$ cat config.mk
export PLATFORM = sky130hd
export DESIGN_NAME = hsl_to_rgb_converter
export DESIGN_NICKNAME = d
export VERILOG_FILES = /design/src/design/hslrgb_pkg.sv /design/src/design/hsl_to_rgb_converter.sv /design/src/design/hslrgb_front.sv /design/src/design/hslrgb_chan.sv
export SDC_FILE = /design/constraint.sdc
export NUM_CORES = 2
export LEC_CHECK = 0
export BUFFER_PORTS_ARGS = -buffer_cell sky130_fd_sc_hd__buf_2
export CAP_MARGIN = 40
export CORE_UTILIZATION = 50
export CTS_CLUSTER_DIAMETER = 200
export CTS_CLUSTER_SIZE = 40
export DETAILED_ROUTE_END_ITERATION = 16
export GPL_ROUTABILITY_DRIVEN = 0
export GPL_TIMING_DRIVEN = 1
export PLACE_DENSITY_LB_ADDON = 0.12
export SYNTH_ARGS = -nofsm -noshare
export SYNTH_HDL_FRONTEND = slang
export SYNTH_SLANG_ARGS = --single-unit
$ cat constraint.sdc
create_clock -name clk -period 7.06 [get_ports clk]
set_input_delay 0.706 -clock clk [delete_from_list [all_inputs] [get_ports clk]]
set_output_delay 0.706 -clock clk [all_outputs]
set_load 0.03 [all_outputs]
$ cat src/design/hslrgb_pkg.sv
// Package for the HSL to RGB converter: fixed-point widths, hue thresholds,
// pipeline payload types and the output saturation function.
// No dependencies.
package hslrgb_pkg;

    localparam int FRAC_BITS = 16;

    localparam int HW  = FRAC_BITS;
    localparam int VW  = FRAC_BITS + 1;
    localparam int PRW = 2 * FRAC_BITS + 2;
    localparam int PW  = FRAC_BITS + 4;
    localparam int DW  = FRAC_BITS + 7;
    localparam int FW  = FRAC_BITS - 2;
    localparam int MW  = DW + FW + 1;
    localparam int SW  = FRAC_BITS + 7;

    localparam int ONE_I   = 1 << FRAC_BITS;
    localparam int HALF_I  = ONE_I / 2;
    localparam int THIRD_I = ONE_I / 3;
    localparam int SIXTH_I = (ONE_I + 5) / 6;
    localparam int TWO3_I  = (2 * ONE_I + 2) / 3;

    localparam logic [VW-1:0] ONE_V   = VW'(ONE_I);
    localparam logic [VW-1:0] HALF_V  = VW'(HALF_I);
    localparam logic [HW-1:0] THIRD_V = HW'(THIRD_I);
    localparam logic [HW-1:0] SIXTH_V = HW'(SIXTH_I);
    localparam logic [HW-1:0] HUE_HALF_V = HW'(HALF_I);
    localparam logic [HW-1:0] TWO3_V  = HW'(TWO3_I);

    typedef enum logic [1:0] {
        REG_RISE = 2'd0,
        REG_HIGH = 2'd1,
        REG_FALL = 2'd2,
        REG_LOW  = 2'd3
    } region_t;

    typedef struct packed {
        logic signed [PW-1:0] p;
        logic signed [PW-1:0] q;
        logic signed [DW-1:0] d6;
    } levels_t;

    typedef struct packed {
        region_t         region;
        logic [FW-1:0]   factor;
    } chan_sel_t;

    function automatic logic [VW-1:0] sat_unit(input logic signed [SW-1:0] v);
        logic [VW-1:0] r;
        if (v[SW-1]) begin
            r = '0;
        end else if (v > $signed(SW'(ONE_I))) begin
            r = ONE_V;
        end else begin
            r = v[VW-1:0];
        end
        return r;
    endfunction

endpackage

$ cat src/design/hsl_to_rgb_converter.sv
// Top level of the HSL to RGB converter: front stages plus three channel units.
// Depends on hslrgb_pkg, hslrgb_front and hslrgb_chan.
//
//   channel   handshake        payload
//   request   start / busy     hue, saturation, lightness
//   result    done (strobe)    red, green, blue
//
// A request is taken in any cycle; busy is always low.
// The pipeline has two front stages and two channel stages, its
// length set by the lightness-saturation multiply and the ramp multiply.
// Reset clears only the valid bits along the pipeline.
// The receiver cannot stall, so results leave as they are produced.
module hsl_to_rgb_converter (
    input  logic                        clk,
    input  logic                        rst_n,
    input  logic                        start,
    output logic                        busy,
    input  logic [hslrgb_pkg::HW-1:0]   hue,
    input  logic [hslrgb_pkg::VW-1:0]   saturation,
    input  logic [hslrgb_pkg::VW-1:0]   lightness,
    output logic                        done,
    output logic [hslrgb_pkg::VW-1:0]   red,
    output logic [hslrgb_pkg::VW-1:0]   green,
    output logic [hslrgb_pkg::VW-1:0]   blue
);

    logic                    accept;
    logic                    front_valid;
    hslrgb_pkg::levels_t     levels;
    hslrgb_pkg::chan_sel_t   sel_r;
    hslrgb_pkg::chan_sel_t   sel_g;
    hslrgb_pkg::chan_sel_t   sel_b;
    logic                    valid_r;
    logic                    valid_g;
    logic                    valid_b;

    assign busy   = 1'b0;
    assign accept = start && !busy;

    hslrgb_front u_front (
        .clk       (clk),
        .rst_n     (rst_n),
        .in_valid  (accept),
        .hue       (hue),
        .saturation(saturation),
        .lightness (lightness),
        .out_valid (front_valid),
        .levels    (levels),
        .sel_r     (sel_r),
        .sel_g     (sel_g),
        .sel_b     (sel_b)
    );

    hslrgb_chan u_red (
        .clk      (clk),
        .rst_n    (rst_n),
        .in_valid (front_valid),
        .levels   (levels),
        .sel      (sel_r),
        .out_valid(valid_r),
        .value    (red)
    );

    hslrgb_chan u_green (
        .clk      (clk),
        .rst_n    (rst_n),
        .in_valid (front_valid),
        .levels   (levels),
        .sel      (sel_g),
        .out_valid(valid_g),
        .value    (green)
    );

    hslrgb_chan u_blue (
        .clk      (clk),
        .rst_n    (rst_n),
        .in_valid (front_valid),
        .levels   (levels),
        .sel      (sel_b),
        .out_valid(valid_b),
        .value    (blue)
    );

    assign done = valid_r;

    a_lanes_agree: assert property (@(posedge clk) disable iff (!rst_n)
        valid_r == valid_g && valid_g == valid_b)
        else $error("channel valid bits disagree");

    a_done_follows_front: assert property (@(posedge clk) disable iff (!rst_n)
        done |-> $past(front_valid, 2))
        else $error("result without a request two stages earlier");

    a_saturated: assert property (@(posedge clk) disable iff (!rst_n)
        done |-> (red <= hslrgb_pkg::ONE_V && green <= hslrgb_pkg::ONE_V
                  && blue <= hslrgb_pkg::ONE_V))
        else $error("channel above full scale");

endmodule

$ cat src/design/hslrgb_front.sv
// Front two pipeline stages: lightness times saturation and hue offsets,
// then the q and p levels, the ramp slope and each channel's hue region.
// Depends on hslrgb_pkg.
module hslrgb_front (
    input  logic                             clk,
    input  logic                             rst_n,
    input  logic                             in_valid,
    input  logic [hslrgb_pkg::HW-1:0]        hue,
    input  logic [hslrgb_pkg::VW-1:0]        saturation,
    input  logic [hslrgb_pkg::VW-1:0]        lightness,
    output logic                             out_valid,
    output hslrgb_pkg::levels_t              levels,
    output hslrgb_pkg::chan_sel_t            sel_r,
    output hslrgb_pkg::chan_sel_t            sel_g,
    output hslrgb_pkg::chan_sel_t            sel_b
);

    logic                        v1_reg;
    logic [hslrgb_pkg::VW-1:0]   l1_reg;
    logic [hslrgb_pkg::VW-1:0]   s1_reg;
    logic [hslrgb_pkg::PRW-1:0]  prod1_reg;
    logic [hslrgb_pkg::HW-1:0]   tr1_reg;
    logic [hslrgb_pkg::HW-1:0]   tg1_reg;
    logic [hslrgb_pkg::HW-1:0]   tb1_reg;

    logic                        v2_reg;
    hslrgb_pkg::levels_t         levels_reg;
    hslrgb_pkg::levels_t         levels_next;
    hslrgb_pkg::chan_sel_t       sel_r_reg;
    hslrgb_pkg::chan_sel_t       sel_g_reg;
    hslrgb_pkg::chan_sel_t       sel_b_reg;

    logic signed [hslrgb_pkg::PW-1:0] l_ext;
    logic signed [hslrgb_pkg::PW-1:0] s_ext;
    logic signed [hslrgb_pkg::PW-1:0] ls_ext;
    logic signed [hslrgb_pkg::PW-1:0] q_w;
    logic signed [hslrgb_pkg::PW-1:0] p_w;
    logic signed [hslrgb_pkg::DW-1:0] d_w;

    function automatic hslrgb_pkg::chan_sel_t classify(input logic [hslrgb_pkg::HW-1:0] t);
        hslrgb_pkg::chan_sel_t r;
        logic [hslrgb_pkg::HW-1:0] down;
        down = hslrgb_pkg::TWO3_V - t;
        if (t < hslrgb_pkg::SIXTH_V) begin
            r.region = hslrgb_pkg::REG_RISE;
            r.factor = t[hslrgb_pkg::FW-1:0];
        end else if (t < hslrgb_pkg::HUE_HALF_V) begin
            r.region = hslrgb_pkg::REG_HIGH;
            r.factor = '0;
        end else if (t < hslrgb_pkg::TWO3_V) begin
            r.region = hslrgb_pkg::REG_FALL;
            r.factor = down[hslrgb_pkg::FW-1:0];
        end else begin
            r.region = hslrgb_pkg::REG_LOW;
            r.factor = '0;
        end
        return r;
    endfunction

    always_ff @(posedge clk or negedge rst_n) begin
        if (!rst_n) begin
            v1_reg <= 1'b0;
            v2_reg <= 1'b0;
        end else begin
            v1_reg <= in_valid;
            v2_reg <= v1_reg;
        end
    end

    always_ff @(posedge clk) begin
        l1_reg    <= lightness;
        s1_reg    <= saturation;
        prod1_reg <= hslrgb_pkg::PRW'(lightness) * hslrgb_pkg::PRW'(saturation);
        tr1_reg   <= hue + hslrgb_pkg::THIRD_V;
        tg1_reg   <= hue;
        tb1_reg   <= hue - hslrgb_pkg::THIRD_V;
    end

    always_comb begin
        l_ext  = $signed({{(hslrgb_pkg::PW - hslrgb_pkg::VW){1'b0}}, l1_reg});
        s_ext  = $signed({{(hslrgb_pkg::PW - hslrgb_pkg::VW){1'b0}}, s1_reg});
        ls_ext = $signed({2'b00, prod1_reg[hslrgb_pkg::PRW-1:hslrgb_pkg::FRAC_BITS]});
        if (l1_reg < hslrgb_pkg::HALF_V) begin
            q_w = l_ext + ls_ext;
        end else begin
            q_w = l_ext + s_ext - ls_ext;
        end
        p_w = (l_ext <<< 1) - q_w;
        d_w = $signed({{(hslrgb_pkg::DW - hslrgb_pkg::PW){q_w[hslrgb_pkg::PW-1]}}, q_w})
            - $signed({{(hslrgb_pkg::DW - hslrgb_pkg::PW){p_w[hslrgb_pkg::PW-1]}}, p_w});
        levels_next.p  = p_w;
        levels_next.q  = q_w;
        levels_next.d6 = (d_w <<< 2) + (d_w <<< 1);
    end

    always_ff @(posedge clk) begin
        levels_reg <= levels_next;
        sel_r_reg  <= classify(tr1_reg);
        sel_g_reg  <= classify(tg1_reg);
        sel_b_reg  <= classify(tb1_reg);
    end

    assign out_valid = v2_reg;
    assign levels    = levels_reg;
    assign sel_r     = sel_r_reg;
    assign sel_g     = sel_g_reg;
    assign sel_b     = sel_b_reg;

endmodule

$ cat src/design/hslrgb_chan.sv
// Back two pipeline stages for one color channel: ramp multiply, then
// level selection, floor shift and saturation to 0..1.
// Depends on hslrgb_pkg.
module hslrgb_chan (
    input  logic                        clk,
    input  logic                        rst_n,
    input  logic                        in_valid,
    input  hslrgb_pkg::levels_t         levels,
    input  hslrgb_pkg::chan_sel_t       sel,
    output logic                        out_valid,
    output logic [hslrgb_pkg::VW-1:0]   value
);

    logic                               v3_reg;
    logic signed [hslrgb_pkg::MW-1:0]   prod_reg;
    logic signed [hslrgb_pkg::PW-1:0]   p_reg;
    logic signed [hslrgb_pkg::PW-1:0]   q_reg;
    hslrgb_pkg::region_t                region_reg;

    logic                               v4_reg;
    logic [hslrgb_pkg::VW-1:0]          value_reg;
    logic [hslrgb_pkg::VW-1:0]          value_next;

    logic signed [hslrgb_pkg::SW-1:0]   ramp_w;
    logic signed [hslrgb_pkg::SW-1:0]   p_w;
    logic signed [hslrgb_pkg::SW-1:0]   q_w;

    always_ff @(posedge clk or negedge rst_n)
    begin
        if (!rst_n)
        begin
            v3_reg <= 1'b0;
            v4_reg <= 1'b0;
        end
        else
        begin
            v3_reg <= in_valid;
            v4_reg <= v3_reg;
        end
    end

    always_ff @(posedge clk)
    begin
        prod_reg   <= hslrgb_pkg::MW'(levels.d6)
                      * hslrgb_pkg::MW'($signed({1'b0, sel.factor}));
        p_reg      <= levels.p;
        q_reg      <= levels.q;
        region_reg <= sel.region;
    end

    always_comb
    begin
        p_w    = $signed({{(hslrgb_pkg::SW - hslrgb_pkg::PW){p_reg[hslrgb_pkg::PW-1]}}, p_reg});
        q_w    = $signed({{(hslrgb_pkg::SW - hslrgb_pkg::PW){q_reg[hslrgb_pkg::PW-1]}}, q_reg});
        ramp_w = p_w + $signed({prod_reg[hslrgb_pkg::MW-1],
                                prod_reg[hslrgb_pkg::MW-1:hslrgb_pkg::FRAC_BITS]});
        unique case (region_reg)
            hslrgb_pkg::REG_RISE: value_next = hslrgb_pkg::sat_unit(ramp_w);
            hslrgb_pkg::REG_FALL: value_next = hslrgb_pkg::sat_unit(ramp_w);
            hslrgb_pkg::REG_HIGH: value_next = hslrgb_pkg::sat_unit(q_w);
            hslrgb_pkg::REG_LOW:  value_next = hslrgb_pkg::sat_unit(p_w);
            default:              value_next = '0;
        endcase
    end

    always_ff @(posedge clk)
    begin
        value_reg <= value_next;
    end

    assign out_valid = v4_reg;
    assign value     = value_reg;

endmodule

==> run_results.csv <==
group,metric,value,unit
detailed_routing,firstDrtPassIters,6,
clocking,cts_tree,"done",
synthesis,synthXorXnorAreaFrac,4.11,%
synthesis,synth_mux_area_share,0.160,%
setup_path,cpMostUsedCell,"buf_4",
global_routing,grt_pass1_vias,46300,
timing,rsz0062_at_grt,"yes",
setup_path,path_class,"flip-flop to flip-flop",
setup_path,slowest_stage,"or4_4",
cells_and_area,fillers,10400,
global_routing,grt_overflow,0,
hold_path,hold_class,"input port to flip-flop",
timing,fin_skew,0.0340,ns
timing,setup_viol,0,
detailed_routing,wl_per_cell,17.7,um
detailed_routing,postRouteAntennaNets,0,
global_routing,antenna_found_initial,2,
synthesis,yosysTopAreaCellShare,37.3,%
synthesis,synth-simple-area-share,15.8,%
detailed_routing,wl,146000,um
timing,max_slew_margin,34.9,%
timing,slew_viol_final,0,
synthesis,yosys.area_share.adder,48.7,%
setup_path,crit_end,"u_front.levels[20]$_DFF_P_",
detailed_routing,drcViolationCount,0,
cells_and_area,regArea,7540,um^2
detailed_routing,num_vias,42700,
setup_path,regToRegStartpoint,"u_front.s1_reg[1]$_DFF_P_",
setup_path,critPathArrivalTime,7.35,ns
timing,hold_violations,0,
detailed_routing,first_iter_violations,2012,
die,row_count,124,
cells_and_area,drive_above_1_share,12.7,%
global_routing,gr-usage-all-layers,25.7,%
die,fp.dieH,343,um
place,portBuffers,104,
clocking,clock_sink_count,373,
synthesis,ys.flop_type,"dfxtp_1",
clocking,clk_pin_slew,0.14,ns
setup_path,timing.rr.end,"u_front.levels[20]$_DFF_P_",
synthesis,netlist_area,58000,um^2
cells_and_area,multiInputGateArea,46000,um^2
setup_path,cp_max_fo,4,
detailed_routing,vias_per_cell,5.18,
setup_path,cpPeakStageDelay,0.56,ns
die,die_w,343,um
die,start_util,50.6,%
synthesis,syn_inst,6381,
setup_path,cp-startpoint,"u_front.s1_reg[1]$_DFF_P_",
setup_path,cp-end-kind,"flip-flop",
cells_and_area,area_delta_synth_final,12.5,%
run,drv_cap,0,
place,dp_slack,-0.500,ns
timing,post-route-period-util,97.4,%
global_routing,grt_max_degree,49,
synthesis,synth-compound-area-share,8.51,%
cells_and_area,fin_nets,8394,
synthesis,ys.warnings.count,0,
global_routing,grt_pass1_wl,241000,um
die,dieArea,117000,um^2
timing,clock.fmax,145,MHz
synthesis,ys_types,97,
clocking,numCtsBuffers,13,
synthesis,yosys-top-cells-area,"fa_1 37%, dfxtp_1 13%, ha_1 11%, inv_1 8.1%, and2_1 6.2%",
synthesis,ys_seq_area_share,12.9,%
setup_path,r2r_setup_slack,0.19,ns
outcome,run_status,"completed",
setup_path,critPathRequiredTime,7.54,ns
synthesis,synth_top_family_by_area,"adder cells",
clocking,clk_path_buf_depth,3,
clocking,clockRootBuffer,"clkbuf_16",
timing,period_needed,6.87,ns
setup_path,crit_path_start_kind,"flip-flop",
place,dpl.hpwl,123000,um
synthesis,synth_edf_count,0,
die,io_pins,106,
synthesis,ys_ff_latch,373,
die,core,115000,um^2
synthesis,async_flop_share,1.07,%
synthesis,yosysTopAreaCell,"fa_1",
synthesis,synth.avg_cell_area,9.09,um^2
clocking,htreeDepth,1,
setup_path,r2r_cells,39,
timing,tightest_slew,0.975,ns
clocking,clk_latency,0.58,ns
cells_and_area,largest_register_ffs,60,
timing,fin_ws,0.186,ns
cell usage in the layout, fill, tap and decap left out, types with 23 or more instances in the layout:
| master | n |
|---|---|
| xnor2_1 | 182 |
| o21bai_1 | 25 |
| and3_1 | 23 |
| nand2_1 | 755 |
| dfxtp_2 | 24 |
| nor3_1 | 57 |
| nor2b_1 | 31 |
| xor2_1 | 71 |
| buf_2 | 105 |
| o21ai_0 | 135 |
| nand3_1 | 77 |
| and2_1 | 571 |
| o21a_1 | 79 |
| a21oi_1 | 117 |
| buf_4 | 435 |
| a21o_1 | 94 |
| nand2b_1 | 32 |
| a21oi_2 | 28 |
| a22o_1 | 29 |
| ha_4 | 26 |
| ha_1 | 491 |
| o21ai_1 | 24 |
| fa_1 | 1073 |
| nor2_1 | 222 |
| buf_12 | 30 |
| dfxtp_1 | 338 |
| inv_1 | 1237 |
synthesized netlist by cell type, types with 25 or more instances:
| cell type | number |
|---|---|
| inv_1 | 1245 |
| fa_1 | 1082 |
| nand2_1 | 763 |
| and2_1 | 573 |
| ha_1 | 524 |
| dfxtp_1 | 369 |
| clkbuf_1 | 261 |
| nor2_1 | 231 |
| xnor2_1 | 194 |
| o21ai_0 | 164 |
| a21oi_1 | 146 |
| a21o_1 | 95 |
| nand3_1 | 79 |
| o21a_1 | 79 |
| xor2_1 | 76 |
| nor3_1 | 61 |
| nand2b_1 | 32 |
| nor2b_1 | 32 |
| a22o_1 | 29 |
| o21bai_1 | 25 |
kinds of logic (layout without fill, tap and decap cells):
| family | Yosys count | in the layout |
|---|---|---|
| simple gates | 1879 | 1879 |
| compound gates | 723 | 723 |
| other cells | 2 | 27 |
| flops | 373 | 373 |
| xor+xnor | 271 | 271 |
| fa+ha+maj | 1608 | 1608 |
| buf+inv | 1516 | 1852 |
| mux | 9 | 9 |
worst max-delay path: cells and delay by family, from the launching register on:
family,cells,cell delay [ns]
AOI/OAI and AO/OA,12,1.95
adders and majority gates,6,1.64
and+or+nand+nor,8,1.14
buffers and inverters,8,1.02
xor gates and xnor gates,5,0.64
DFF,1,0.36
metal layers:
| layer | GRT usage [%] | part of all wire [%] | vias to the layer above | wire length (um) |
|---|---|---|---|---|
| met5 | 0 | 0 | - | 0 |
| met4 | 6.18 | 2.7 | 0 | 3880 |
| met3 | 1.52 | 3.5 | 196 | 5170 |
| met2 | 47.9 | 53 | 756 | 76600 |
| met1 | 32.4 | 41 | 21600 | 60300 |
| li1 | - | - | 20200 | - |
final cells by class:
type / instances / share of cell area (%)
diodes: 5 / 0.0192
clock buffers: 13 / 0.499
clock inverters: 4 / 0.104
inverters: 1245 / 7.16
multi-input cells: 4512 / 70.5
flip-flops and latches: 373 / 11.6
well taps: 1512 / 2.90
repair buffers: 590 / 7.21
metrics by stage:
step                      cells  hold slack [ns]  utilization, %  cell area (um^2)  TNS (ns)
after CTS                  8203            0.212            55.6             63800         0
after global routing       8253            0.220            56.9             65200    -0.771
final                      8254            0.239            56.9             65200         0
after global placement     8175            0.312            55.0             63100     -1.23
after floorplan            6401            0.310               -             58100         0
after detailed placement   8176            0.312            55.0             63100     -2.31
what timing repair did:
action | CTS | global route
setup endpoints to repair | 7 | 21
pin swaps | 25 | 147
setup buffers | 9 | 43
hold buffers | 1 | 0
gates cloned | 0 | 3
endpoints found under the hold margin | 4 | 0
gates resized for setup | 57 | 233
worst min path at each step:
stage / slack (ns) / cells after the start / endpoint / start
final: 0.24 / 1 / u_front.v1_reg$_DFF_PN0_ / start
after global routing: 0.22 / 1 / u_front.v1_reg$_DFF_PN0_ / start
after CTS: 0.21 / 1 / u_front.v1_reg$_DFF_PN0_ / start
after detailed placement: 0.31 / 0 / u_red.q_reg[17]$_DFF_P_ / u_front.levels[40]$_DFF_P_
after global placement: 0.31 / 0 / u_red.q_reg[15]$_DFF_P_ / u_front.levels[38]$_DFF_P_
after floorplan: 0.31 / 0 / u_blue.region_reg[0]$_DFF_P_ / u_front.sel_b[14]$_SDFF_PP0_
Power is left out: the tool's default activity adds up to more than one toggle a clock period on the data nets, which glitch-free logic cannot reach.
